**config.mk**
```make
export PLATFORM = sky130hd
export DESIGN_NAME = lcd_nine_bit_word_and_pixel_packer
export DESIGN_NICKNAME = d
export VERILOG_FILES = /design/src/lnbp_pkg.sv /design/src/lnbp_pack.sv /design/src/lnbp_emit.sv /design/src/lcd_nine_bit_word_and_pixel_packer.sv
export SDC_FILE = /design/constraint.sdc
export NUM_CORES = 1
export LEC_CHECK = 0
export BUFFER_PORTS_ARGS = -buffer_cell sky130_fd_sc_hd__buf_2
export CORE_MARGIN = 2
export CORE_UTILIZATION = 58
export CTS_CLUSTER_SIZE = 14
export DETAILED_ROUTE_END_ITERATION = 8
export PLACE_DENSITY = 0.83
export SYNTH_ARGS = -nofsm -noshare
export SYNTH_HDL_FRONTEND = slang
export SYNTH_SLANG_ARGS = --single-unit
```
**constraint.sdc**
```tcl
create_clock -name clock -period 5.45 [get_ports clock]
set_input_delay 1.635 -clock clock [delete_from_list [all_inputs] [get_ports clock]]
set_output_delay 1.635 -clock clock [all_outputs]
set_load 0.03 [all_outputs]
```
**src/lnbp_pkg.sv**
```systemverilog
// ----------------------------------------------------------------------------
// lnbp_pkg
// Shared types and constants for the nine-bit word and pixel packer.
// ----------------------------------------------------------------------------
package lnbp_pkg;

   // Kind of request carried on the input channel.
   typedef enum logic [1:0] {
      REQ_CMD    = 2'd0,
      REQ_DATA   = 2'd1,
      REQ_PIXEL  = 2'd2,
      REQ_UNUSED = 2'd3
   } req_kind_type;

   // Mask that keeps the upper nibble of a colour channel.
   localparam logic [7:0] NIB_HI = 8'hF0;

   // Most words that a single request can give.
   localparam int unsigned MAX_WORDS = 3;

   // One nine-bit word on the serial link.
   typedef struct packed {
      logic       is_data;
      logic [7:0] byte_val;
   } word_type;

   // All words that one request gives, with their count.
   typedef struct packed {
      logic [1:0]                    count;
      word_type [MAX_WORDS-1:0]      words;
   } bundle_type;

endpackage

```
**src/lnbp_pack.sv**
```systemverilog
// ----------------------------------------------------------------------------
// lnbp_pack
// Turns one registered request into its group of words and keeps the
// half-finished pixel pair between requests.
// ----------------------------------------------------------------------------
module lnbp_pack (
   input  logic                  clock,
   input  logic                  reset,
   input  logic                  take,
   input  lnbp_pkg::req_kind_type kind,
   input  logic [7:0]            byte_value,
   input  logic [7:0]            red_in,
   input  logic [7:0]            green_in,
   input  logic [7:0]            blue_in,
   output lnbp_pkg::bundle_type  bundle
);

   logic       odd_phase_ff, odd_phase_in;
   logic [7:0] held_rg_ff, held_rg_in;
   logic [3:0] held_blue_ff, held_blue_in;

   always_comb begin
      bundle       = '0;
      odd_phase_in = odd_phase_ff;
      held_rg_in   = held_rg_ff;
      held_blue_in = held_blue_ff;
      unique case (kind)
         lnbp_pkg::REQ_CMD: begin
            bundle.count             = 2'd1;
            bundle.words[0].is_data  = 1'b0;
            bundle.words[0].byte_val = byte_value;
         end
         lnbp_pkg::REQ_DATA: begin
            bundle.count             = 2'd1;
            bundle.words[0].is_data  = 1'b1;
            bundle.words[0].byte_val = byte_value;
         end
         lnbp_pkg::REQ_PIXEL: begin
            if (odd_phase_ff) begin
               // Second pixel of the pair completes three data words.
               bundle.count             = 2'd3;
               bundle.words[0].is_data  = 1'b1;
               bundle.words[0].byte_val = held_rg_ff;
               bundle.words[1].is_data  = 1'b1;
               bundle.words[1].byte_val = {held_blue_ff, red_in[7:4]};
               bundle.words[2].is_data  = 1'b1;
               bundle.words[2].byte_val = (green_in & lnbp_pkg::NIB_HI)
                                          | {4'd0, blue_in[7:4]};
               odd_phase_in             = 1'b0;
            end else begin
               // First pixel is only held.
               held_rg_in   = (red_in & lnbp_pkg::NIB_HI) | {4'd0, green_in[7:4]};
               held_blue_in = blue_in[7:4];
               odd_phase_in = 1'b1;
            end
         end
         default: begin
            bundle.count = 2'd0;
         end
      endcase
   end

   always_ff @(posedge clock) begin
      if (reset) begin
         odd_phase_ff <= 1'b0;
         held_rg_ff   <= 8'd0;
         held_blue_ff <= 4'd0;
      end else if (take) begin
         odd_phase_ff <= odd_phase_in;
         held_rg_ff   <= held_rg_in;
         held_blue_ff <= held_blue_in;
      end
   end

endmodule

```
**src/lnbp_emit.sv**
```systemverilog
// ----------------------------------------------------------------------------
// lnbp_emit
// Holds one group of words and sends them out one word per cycle while rsp_ready is high.
// ----------------------------------------------------------------------------
module lnbp_emit (
   input  logic                 clock,
   input  logic                 reset,
   input  logic                 load,
   input  lnbp_pkg::bundle_type bundle_in,
   output logic                 can_load,
   output logic                 rsp_valid,
   input  logic                 rsp_ready,
   output logic                 rsp_is_data,
   output logic [7:0]           rsp_word_byte,
   output logic                 rsp_last_word
);

   lnbp_pkg::bundle_type bundle_ff;
   logic                 valid_ff;
   logic [1:0]           idx_ff;
   lnbp_pkg::word_type   cur_word;
   logic                 at_last;

   assign cur_word      = bundle_ff.words[idx_ff];
   assign at_last       = (idx_ff == (bundle_ff.count - 2'd1));
   assign can_load      = !valid_ff || (rsp_ready && at_last);
   assign rsp_valid     = valid_ff;
   assign rsp_is_data   = cur_word.is_data;
   assign rsp_word_byte = cur_word.byte_val;
   assign rsp_last_word = at_last;

   always_ff @(posedge clock) begin
      if (reset) begin
         valid_ff <= 1'b0;
         idx_ff   <= 2'd0;
      end else if (load) begin
         valid_ff <= (bundle_in.count != 2'd0);
         idx_ff   <= 2'd0;
      end else if (valid_ff && rsp_ready) begin
         if (at_last) begin
            valid_ff <= 1'b0;
         end else begin
            idx_ff <= idx_ff + 2'd1;
         end
      end
   end

   always_ff @(posedge clock) begin
      if (load) begin
         bundle_ff <= bundle_in;
      end
   end

endmodule

```
**src/lcd_nine_bit_word_and_pixel_packer.sv**
```systemverilog
// ----------------------------------------------------------------------------
// lcd_nine_bit_word_and_pixel_packer
// Packs command bytes, data bytes and RGB pixels into nine-bit link words.
// ----------------------------------------------------------------------------
// Requests arrive on the req_ channel (valid/ready). A command byte gives one
// word with is_data low, a data byte one word with is_data high. Pixels are
// cut to four bits per channel and taken in pairs: the first pixel of a pair
// is held and gives nothing, the second gives three data words. Words leave
// on the rsp_ channel (valid/ready), one per cycle while rsp_ready is high,
// with last_word marking the final word of each request.
// An accepted request is held in the input register and moves to the word
// register once that register can take it; its first word is offered from
// there.
// Throughput is set by the word register, which sends one word a cycle while
// rsp_ready is high: command and data bytes flow at one per cycle, and a
// pixel pair gives three words.
// Requests that give no word (the first pixel of a pair, or the unused code)
// pass through the input register without waiting for the output side.
// Reset clears both registers' valid flags and the pair state, so the next
// pixel after reset is the first of a pair. When the receiver holds
// rsp_ready low the current word stays put, one further request waits in the
// input register and req_ready then drops until room appears.
// ----------------------------------------------------------------------------
module lcd_nine_bit_word_and_pixel_packer (
   input  logic       clock,
   input  logic       reset,
   input  logic       req_valid,
   output logic       req_ready,
   input  logic [1:0] req_type,
   input  logic [7:0] req_byte_value,
   input  logic [7:0] req_red_in,
   input  logic [7:0] req_green_in,
   input  logic [7:0] req_blue_in,
   output logic       rsp_valid,
   input  logic       rsp_ready,
   output logic       rsp_is_data,
   output logic [7:0] rsp_word_byte,
   output logic       rsp_last_word
);

   // Input register.
   logic                  in_valid_ff;
   lnbp_pkg::req_kind_type kind_ff;
   logic [7:0]            byte_ff;
   logic [7:0]            red_ff;
   logic [7:0]            green_ff;
   logic [7:0]            blue_ff;

   lnbp_pkg::bundle_type  bundle;
   logic                  can_load;
   logic                  load;
   logic                  take;

   // An item with no words may leave the input register whether or not the
   // word register is busy; otherwise it has to wait for room there.
   assign load      = in_valid_ff && can_load;
   assign take      = in_valid_ff && (can_load || (bundle.count == 2'd0));
   assign req_ready = !in_valid_ff || take;

   always_ff @(posedge clock) begin
      if (reset) begin
         in_valid_ff <= 1'b0;
      end else if (req_ready) begin
         in_valid_ff <= req_valid;
      end
   end

   always_ff @(posedge clock) begin
      if (req_valid && req_ready) begin
         kind_ff  <= lnbp_pkg::req_kind_type'(req_type);
         byte_ff  <= req_byte_value;
         red_ff   <= req_red_in;
         green_ff <= req_green_in;
         blue_ff  <= req_blue_in;
      end
   end

   lnbp_pack u_pack (
      .clock      (clock),
      .reset      (reset),
      .take       (take),
      .kind       (kind_ff),
      .byte_value (byte_ff),
      .red_in     (red_ff),
      .green_in   (green_ff),
      .blue_in    (blue_ff),
      .bundle     (bundle)
   );

   lnbp_emit u_emit (
      .clock         (clock),
      .reset         (reset),
      .load          (load),
      .bundle_in     (bundle),
      .can_load      (can_load),
      .rsp_valid     (rsp_valid),
      .rsp_ready     (rsp_ready),
      .rsp_is_data   (rsp_is_data),
      .rsp_word_byte (rsp_word_byte),
      .rsp_last_word (rsp_last_word)
   );

endmodule

```
# Word level (Yosys, flattened, before mapping)
# Cells that the tools add are included.
# totals
in_bits	38
elab_cells	59
regBits	80
# classes
order_cmp	1
add_sub_neg	2
bitwise_logic	4
n_mux	9
n_eq_ne	3
n_reduce_logical	22
# op_table
cell	n
$mux W29	1
$pmux W9 S3	1
$bmux W9 S2	1
$or A8 B4 Y8	2
$mux W9	1
$reduce_and A2 Y1	4
$reduce_bool A2 Y1	3
$logic_and A1 B1 Y1	5
$logic_not A2 Y1	2
$mux W1	4
$pmux W2 S2	1
$reduce_or A2 Y1	2
$logic_or A1 B1 Y1	3
$lt A2 B3 Y1 const B	1
$reduce_and A3 Y1	1
$add A2 B1 Y2 const B	1
$eq A2 B1 Y1 const B	1
$eq A2 B2 Y1	1
$eq A2 B2 Y1 const B	1
$logic_not A1 Y1	2
$not A1 Y1	2
$sub A2 B1 Y2 const B	1

# Depth between registers and ports, before layout
# Gate-level depths: netlist of the first run.
# depth
depth_word	8
mapped_depth	5
ltp_nobuf	4

# By module
# A second synthesis of the first run with hierarchy kept.
# hier_totals
cells_unflattened	215
hier_area_um2	3213.1
# by_module_without_submodules
mod	cells_per_inst	seq_area_each_um2	area_per_inst_um2	n_inst
lnbp_emit	83	930.9	1272.5	1
lcd_nine_bit_word_and_pixel_packer	42	1041.0	1091.0	1
lnbp_pack	90	260.2	849.6	1

# Worst setup path before layout of the first run
# No wires, ideal clock.
# synth_timing
path_type	input-to-output
start	input port rsp_ready
end	output port req_ready
cell_stages	1
path_buffers	0
t_required_ns	3.815
slack_ns	1.809
arrival_time_ns	2.006
path_cell_list	a211o_1
# synth_between
elab_chain_cells	5
# synth_lines
element	line	source
from (decl)	lcd_nine_bit_word_and_pixel_packer.sv:35	input logic rsp_ready,
$logic_and A1 B1 Y1	lnbp_emit.sv:26	assign can_load = !valid_ff || (rsp_ready && at_last);
$logic_or A1 B1 Y1	lnbp_emit.sv:26	
$logic_or A1 B1 Y1	lcd_nine_bit_word_and_pixel_packer.sv:57	assign take = in_valid_ff && (can_load || (bundle.count == 2'd0));
$logic_and A1 B1 Y1	lcd_nine_bit_word_and_pixel_packer.sv:57	
$logic_or A1 B1 Y1	lcd_nine_bit_word_and_pixel_packer.sv:58	assign req_ready = !in_valid_ff || take;
to (decl)	lcd_nine_bit_word_and_pixel_packer.sv:28	output logic req_ready,
# No other way between the ends.

# Worst setup path in the final report of the first run
# Ends and elaborated chain as after synthesis.

==> metrics.md, run 1 <==
| Metric | Value |
|---|---|
| Hold endpoint | u_pack.held_blue_ff[0] |
| Fraction of layout cells with a size suffix above 1 | approximately 22% |
| Largest net degree at the start of global routing | 31 |
| Setup-failing EPs final | 0 |
| Grt met1 use | between 20% and 30% |
| Crit path DAT | roughly 2.3 ns |
| Warnings from Yosys | 0 |
| WL final | 4130 um |
| Max Slew Vio Count | 0 |
| Iteration-0 DRC count of the detailed router | 97 |
| Die Area | 0.00504 mm2 |
| Reg-to-reg slack, setup | 2.69 ns |
| Crit-path max FO | 5 |
| Status | complete, no violations |
| Worst flop-to-flop path startpoint | u_emit.idx_ff[1] |
| Clock buffer depth | 2 |
| Slew @ Worst Pin | between 0.8 and 0.9 ns |
| Max VDD drop | 0.275 mV |
| Achievable Freq | around 260 MHz |
| Resize count post-CTS | 0 |
| Mean Syn Cell Area | roughly 13 um2 |
| Hold Buf Count CTS | 0 |
| Met3 Resource Use GR | 5.98% |
| CP Launch Point | rsp_ready |
| CTS H-Tree Depth | 3 |
| Hpwl dp | between 2000 and 3000 um |
| Die width | 71.0 um |
| RSZ-0062 raised after global routing | false |
| DRC viols | 0 |
| Startpoint types | primary input |
| Die Span Y | roughly 71 um |
| CTS tree | built |
| Global routing usage on met2 | between 20% and 30% |
| ANT nets after route | 0 |
| Hold path depth | 2 |
| FF-to-FF path depth | 4 |
| Worst Setup Path Type | in2out |
| Synth-to-Final Area Change | 15.1% |
| Flops & latches, synth | 67 |
| Synth unique cells | 26 |
| # port buffers | 37 |
| DRT Pass-1 Iters | 4 |
| Cell Pwr Density | ~340 mW/mm2 |
| I/O pins | 50 |
| Rel. slew slack | 42.4% |
| Fillers | 315 |
| Commonest non-fill, non-tap cells in the layout | edfxtp_1, buf_2, nand2_1 |
| Total gr overflow | 0 |
| Routed vias | roughly 1600 |
| Most common cell after layout, fill and taps aside | edfxtp_1 |
| Final hold vios | 0 |
| Critical Path End Type | primary output |
| CTS root buf | clkbuf_8 |
| Gp weighted congestion | around 0.77 |
| Clk pin slew, worst setup/hold paths | about 0.060 ns |
| Num CTS Buffers | 9 |
| Crit path required time | between 3 and 4 ns |
| Core region area | around 0.0043 mm2 |
| Max cap viols | 0 |
| TNS Setup | 0 ns |
| Syn Inst Count | a little over 200 |
| First-pass GRT wire length | between 7000 and 8000 um |
| Synth Cell Area | 0.00260 mm2 |
| WL per Instance | around 14 um |
| Post-layout min period | slightly below 4 ns |
| Clock skew | 0.00570 ns |
| Final Util | slightly below 70% |
| Mapped Nets | 240 |
| Leak | about 0.0011 uW |
| CTS sink cnt | between 60 and 70 |
| Rows | 24 |
| Gr busiest metal | met2 |
| Tcrit/Tclk final | a little under three quarters |
| Fin nets | 279 |
| Min-delay src | u_pack.held_blue_ff[0] |
| HP Class | reg2reg |
| Post CTS Setup Buffer Count | 0 |
| Seq/Total Area, Yosys | a little over two thirds |
| GRT Util Overall | a little under a fifth |
| Vias in the first global route | 1518 |
| # diodes | 0 |
| Initial antenna violation count | 0 |
| Clk_lat worst skew | roughly 0.33 ns |
| Starting density of the core | approximately three fifths |
| Reg2reg end | byte_ff[6] |
| Via density | approximately 5.2 |
-- critical path, cell delays in order --
cell and delay, ns:
buf_2 0.13, a211o_1 0.29, buf_2 0.19
-- power breakdown --
part	internal, uW	switching [uW]	total [uW]
Clock	208	160	367
Combinational	21.1	39.4	60.5
Sequential	575	10.7	586
-- flip-flops by register name, summed over array words and instances, names as in the netlist --
name and cells:
red_ff 4, u_emit.bundle_ff 28, byte_ff 8, kind_ff 2
u_pack.held_blue_ff 4, blue_ff 4, u_emit.rsp_valid 1, u_pack.odd_phase_ff 1
in_valid_ff 1, u_emit.idx_ff 2, green_ff 4, u_pack.held_rg_ff 8
-- metal layers --
layer  vias to the layer above  wire [um]
met5                         -          0
met4                         0        117
met3                        10        200
met2                        37       2010
met1                       716       1800
li1                        796          -
-- cell type report --
cell class	count	area (um2)	area share, %
clock inverters	3	40.0	1.34
flip-flops and latches	67	1840	61.5
clock buffers	12	135	4.51
repair buffers	38	193	6.43
well taps	52	65.1	2.17
multi-input cells	121	707	23.6
inverters	4	15.0	0.501
-- synth_stat cells, drive strengths merged --
cell	number	area share [%]
a211o	1	0.34
a211oi	1	0.29
a21boi	1	0.29
a21o	2	0.58
a21oi	17	3.3
a22o	8	2.7
a31o	1	0.34
and2	17	4.1
buf	3	0.48
clkbuf	7	1.0
dfxtp	17	13
edfxtp	50	58
inv	4	0.58
mux2i	10	3.8
nand2	34	4.9
nand2b	3	0.72
nand3	1	0.19
nand3b	1	0.29
nor2	3	0.43
nor2b	4	0.96
nor3	4	0.96
o21ai	11	2.1
o22ai	1	0.24
xnor2	1	0.63
-- logic make-up after synthesis --
| group | Yosys count | share of synthesized area, % |
|---|---|---|
| compound gates | 43 | 10.1 |
| xor+xnor | 1 | 0.625 |
| mux | 10 | 3.85 |
| buf+inv | 14 | 2.07 |
| flops | 67 | 70.8 |
| simple gates | 67 | 12.5 |
-- how the worst max path moves through the flow --
stage,end,slack (ns),cells after the start
3_5_place_dp,req_ready,1.57,3
6_report,req_ready,1.57,3
2_1_floorplan,req_ready,1.81,1
5_1_grt,rsp_word_byte[3],1.50,4
4_1_cts,req_ready,1.57,3
3_3_place_gp,req_ready,1.60,3
-- per-stage QoR --
stage	instance area (um2)	std cells	setup WS [ns]	total power (uW)	hold WS, ns
floorplan	2600	202	1.81	633	0.432
global placement	2820	282	1.60	654	0.441
detailed placement	2820	282	1.57	657	0.442
CTS	3000	297	1.57	1020	0.452
global route	3000	297	1.50	1050	0.476
finish	3000	297	1.57	1010	0.451
(Power assumes the default switching activity.)
==> inputs of run 2 (changes only) <==
ABC_AREA = 1   (was unset)
CORE_UTILIZATION = 54   (was 58)
PLACE_DENSITY = 0.78   (was 0.83)
clock period = 3.93 ns   (was 5.45 ns; I/O delays follow)
==> run 2 against run 1 <==
  * Area after synthesis shrank 0.77%
  * Sequential share of layout area shrank 1.3 points
  * Via count grew 9.2%
  * Largest cell class unchanged
  * Hold slack lost 0.0034 ns
  * Critical path depth grew 3
  * Highest routed layer unchanged
  * Routed wire length grew 6.4%
  * Clock skew grew 0.0023 ns
  * Final area grew 2.2%
  * Register-to-register slack lost 1.2 ns
  * First-iteration DRC count grew 40%
  * Utilization shrank 3.6 points
  * Synthesized cell count grew 18%
==> metrics.md, run 2 <==
| Metric | Value |
|---|---|
| Core region area | 0.00466 mm2 (was 0.00432 mm2) |
| Post-layout min period | around 3 ns |
| Top-area cell type share of the netlist area | 58.1% (was 57.7%) |
| Cell family with most CP delay | simple AND/OR/NAND/NOR gates (was buffers and inverters) |
| Gp weighted congestion | 0.758 (was 0.773) |
| Mapped Nets | 276 (was 240) |
| Reg area | 0.00184 mm2 (unchanged) |
| Clk pin slew, worst setup/hold paths | 0.07 ns (was 0.06 ns) |
| CP Buf/Inv Count | 2 (unchanged) |
| Critical Path End Type | primary output (unchanged) |
| CTS tree | built (unchanged) |
| Biggest regs | u_emit.bundle_ff: 28 flops, byte_ff: 8 flops, u_pack.held_rg_ff: 8 flops (unchanged) |
| Synth-to-Final Area Change | 18.6% (was 15.1%) |
| # diodes | 0 (unchanged) |
| Clock skew | 0.00802 ns (was 0.00570 ns) |
| Worst Setup Path Type | reg2out (was in2out) |
| Slew @ Worst Pin | 0.926 ns (was 0.863 ns) |
| Most common cell after layout, fill and taps aside | edfxtp_1 (unchanged) |
| CTS sink cnt | 67 (unchanged) |
| Metal2 WL | 2140 um (was 2010 um) |
| Post-Synth XOR/XNOR Area | 0.339% (was 0.625%) |
| Startpoint types | register (was primary input) |
| Seq/Total Area, Yosys | 71.3% (was 70.8%) |
| Syn Inst Count | 238 (was 202) |
| Fillers | 345 (was 315) |
| Uppermost layer routed | met4 (unchanged) |
| Cell Pwr Density | 511 mW/mm2 (was 338 mW/mm2) |
| I/O pins | 50 (unchanged) |
| Hpwl dp | 2870 um (was 2760 um) |
| Total gr overflow | 0 (unchanged) |
| Crit path DAT | 1.89 ns (was 2.25 ns) |
| Fin nets | 320 (was 279) |
| Initial antenna violation count | 0 (unchanged) |
| # port buffers | 37 (unchanged) |
| WL met1 | 1980 um (was 1800 um) |
| Resize count post-CTS | 0 (unchanged) |
| Rel. slew slack | 38.1% (was 42.4%) |
| Num CTS Buffers | 9 (unchanged) |
| WL final | 4390 um (was 4130 um) |
| Wire length on met3 | 192 um (was 200 um) |
| Post-synth EDFFs | 50 (unchanged) |
| Top post-synthesis cells by area | edfxtp_1, dfxtp_1, nand2_1, inv_1, o21ai_0 (was edfxtp_1, dfxtp_1, nand2_1, and2_1, mux2i_1) |
| Crit path required time | 2.75 ns (was 3.82 ns) |
| Status | complete, no violations (unchanged) |
| Most used cell, CP | nand2_2 (was buf_2) |
| Synth unique cells | 19 (was 26) |
| Tcrit/Tclk final | around 80% |
| Routed vias | 1702 (was 1559) |
| RSZ-0062 raised after global routing | false (unchanged) |
| Via density | 4.99 (was 5.25) |
| Synth Area in Compound Gates | 7.70% (was 10.1%) |
| Starting density of the core | 55.4% (was 60.2%) |
| Async SR Flop Fraction | 0% (unchanged) |
| GRT Util Overall | 18.6% (was 19.0%) |
| CP peak stage delay | 0.46 ns (was 0.29 ns) |
| CTS H-Tree Depth | 3 (unchanged) |
| WL per Instance | 12.9 um (was 13.9 um) |
| Largest register FFs | 28 (unchanged) |
| Post-synthesis mux area share | 0% (was 3.85%) |
| Die Span Y | 73.2 um (was 71.0 um) |
| Clk_lat worst skew | 0.33 ns (about the same) |
| Achievable Freq | approximately 330 MHz |
| Iteration-0 DRC count of the detailed router | 136 (was 97) |
| ANT nets after route | 0 (unchanged) |
| Leak | 0.00129 uW (was 0.00109 uW) |
| Top_reg_cell synth | edfxtp_1 (unchanged) |
| DRT Pass-1 Iters | 4 (unchanged) |
| Fraction of layout cells with a size suffix above 1 | 21.6% (about the same) |
| Rows | 25 (was 24) |
| Post-Synth Adder-Cell Area | 0% (unchanged) |
| Area of the multi-input gates | 574 um2 (was 707 um2) |
| Hold Buf Count CTS | 0 (unchanged) |
| Synth Cell Area | 0.00258 mm2 (was 0.00260 mm2) |
| Final hold vios | 0 (unchanged) |
| DRC viols | 0 (unchanged) |
| HP Class | reg2reg (unchanged) |
| Count leader, synth | edfxtp_1 (unchanged) |
| Flops & latches, synth | 67 (unchanged) |
| Warnings from Yosys | 0 (unchanged) |
| Commonest non-fill, non-tap cells in the layout | edfxtp_1, nand2_1, inv_1, buf_2, o21ai_0 (was edfxtp_1, buf_2, nand2_1) |
| Mean Syn Cell Area | 10.9 um2 (was 12.9 um2) |
| Largest net degree at the start of global routing | 29 (was 31) |
| Max Slew Vio Count | 0 (unchanged) |
| Die Area | 0.00535 mm2 (was 0.00504 mm2) |
| Main combinational cell family by area after synthesis | simple AND/OR/NAND/NOR gates (unchanged) |
| First-pass GRT wire length | 7180 um (was 7020 um) |
| Die width | 73.2 um (was 71.0 um) |
| Max VDD drop | 0.346 mV (was 0.275 mV) |
| Crit-path max FO | 28 (was 5) |
| Top reg by flops | u_emit.bundle_ff (unchanged) |
| Setup-failing EPs final | 0 (unchanged) |
| Vias in the first global route | 1539 (was 1518) |
| Final Util | 65.7% (was 69.3%) |
| Leading area contributor after synthesis | edfxtp_1 (unchanged) |
| Max cap viols | 0 (unchanged) |
| CTS root buf | clkbuf_8 (unchanged) |
| Simple-gate portion of the synthesized area | 14.2% (was 12.5%) |
| Clock buffer depth | 2 (unchanged) |
| Most frequent cells after synthesis | edfxtp_1, nand2_1, inv_1 (was edfxtp_1, nand2_1, a21oi_1, and2_1, dfxtp_1) |
| CP Cell Sequence | inv_2 > nor2_2 > nand2_2 > nand2_2 > nand4_2 > buf_2 (was buf_2 > a211o_1 > buf_2) |
| TNS Setup | 0 ns (unchanged) |
| Post CTS Setup Buffer Count | 0 (unchanged) |
| Slowest cell on the critical path | edfxtp_1 (was a211o_1) |
[run 2: cell types whose count changed in the layout (fill, tap and decap cells not counted), moves of 4 or more]
cell     change
a22o_1       -7
nand2_1     +14
inv_1       +33
nand3_1     +10
o21ai_0     +11
mux2i_1     -10
nor2b_1      -4
nor2_1      +17
and2_1      -17
[run 2: area by class of cell]
cell class / count / area share, %
clock buffers: 9 / 4.04
inverters: 39 / 4.78
repair buffers: 38 / 6.29
well taps: 54 / 2.21
multi-input cells: 127 / 18.7
clock inverters: 7 / 3.80
flip-flops and latches: 67 / 60.1
[run 2: power by group]
group | total, uW | switching (uW) | internal [uW]
combinational | 85.1 | 57.6 | 27.5
sequential | 807 | 13.2 | 794
clock | 672 | 252 | 420
total | 1560 | 323 | 1240
[run 2: kinds of logic after synthesis]
logic type / count (synthesis)
AOI/OAI and AO/OA: 39
xor gates and xnor gates: 1
buffers and inverters: 44
DFF: 67
and+or+nand+nor: 87
[run 2: tightest hold or removal path, delay by kind of cell, from the launching register on]
family                 cells  cell delay [ns]
AO/OA/AOI/OAI              1             0.05
flip-flops                 1             0.30
buffers and inverters      1             0.05
[run 2: final timing paths]
path | slack [ns] | to | cells past startpoint | from
max reg2reg | 1.52 | red_ff[7] | 7 | kind_ff[1]
min | 0.45 | u_pack.held_rg_ff[2] | 2 | u_pack.held_rg_ff[2]
min reg2reg | 0.45 | u_pack.held_rg_ff[2] | 2 | u_pack.held_rg_ff[2]
max | 0.86 | req_ready | 6 | kind_ff[1]
[run 2: layer usage]
| metal | GRT usage, % | vias up |
|---|---|---|
| met3 | 5.11 | 9 |
| met4 | 10.3 | 0 |
| met5 | 0 | - |
| met1 | 24.3 | 765 |
| li1 | - | 874 |
| met2 | 28.1 | 54 |
[run 2: through the flow]
| stage | cells | area, um2 | power (uW) | worst slack, ns | hold slack (ns) |
|---|---|---|---|---|---|
| 2_1_floorplan | 238 | 2580 | 873 | 1.23 | 0.424 |
| 3_3_place_gp | 325 | 2820 | 904 | 1.04 | 0.434 |
| 3_5_place_dp | 325 | 2820 | 908 | 1.01 | 0.441 |
| 4_1_cts | 341 | 3060 | 1580 | 0.834 | 0.451 |
| 5_1_grt | 341 | 3060 | 1620 | 0.707 | 0.465 |
| 6_report | 341 | 3060 | 1560 | 0.864 | 0.447 |
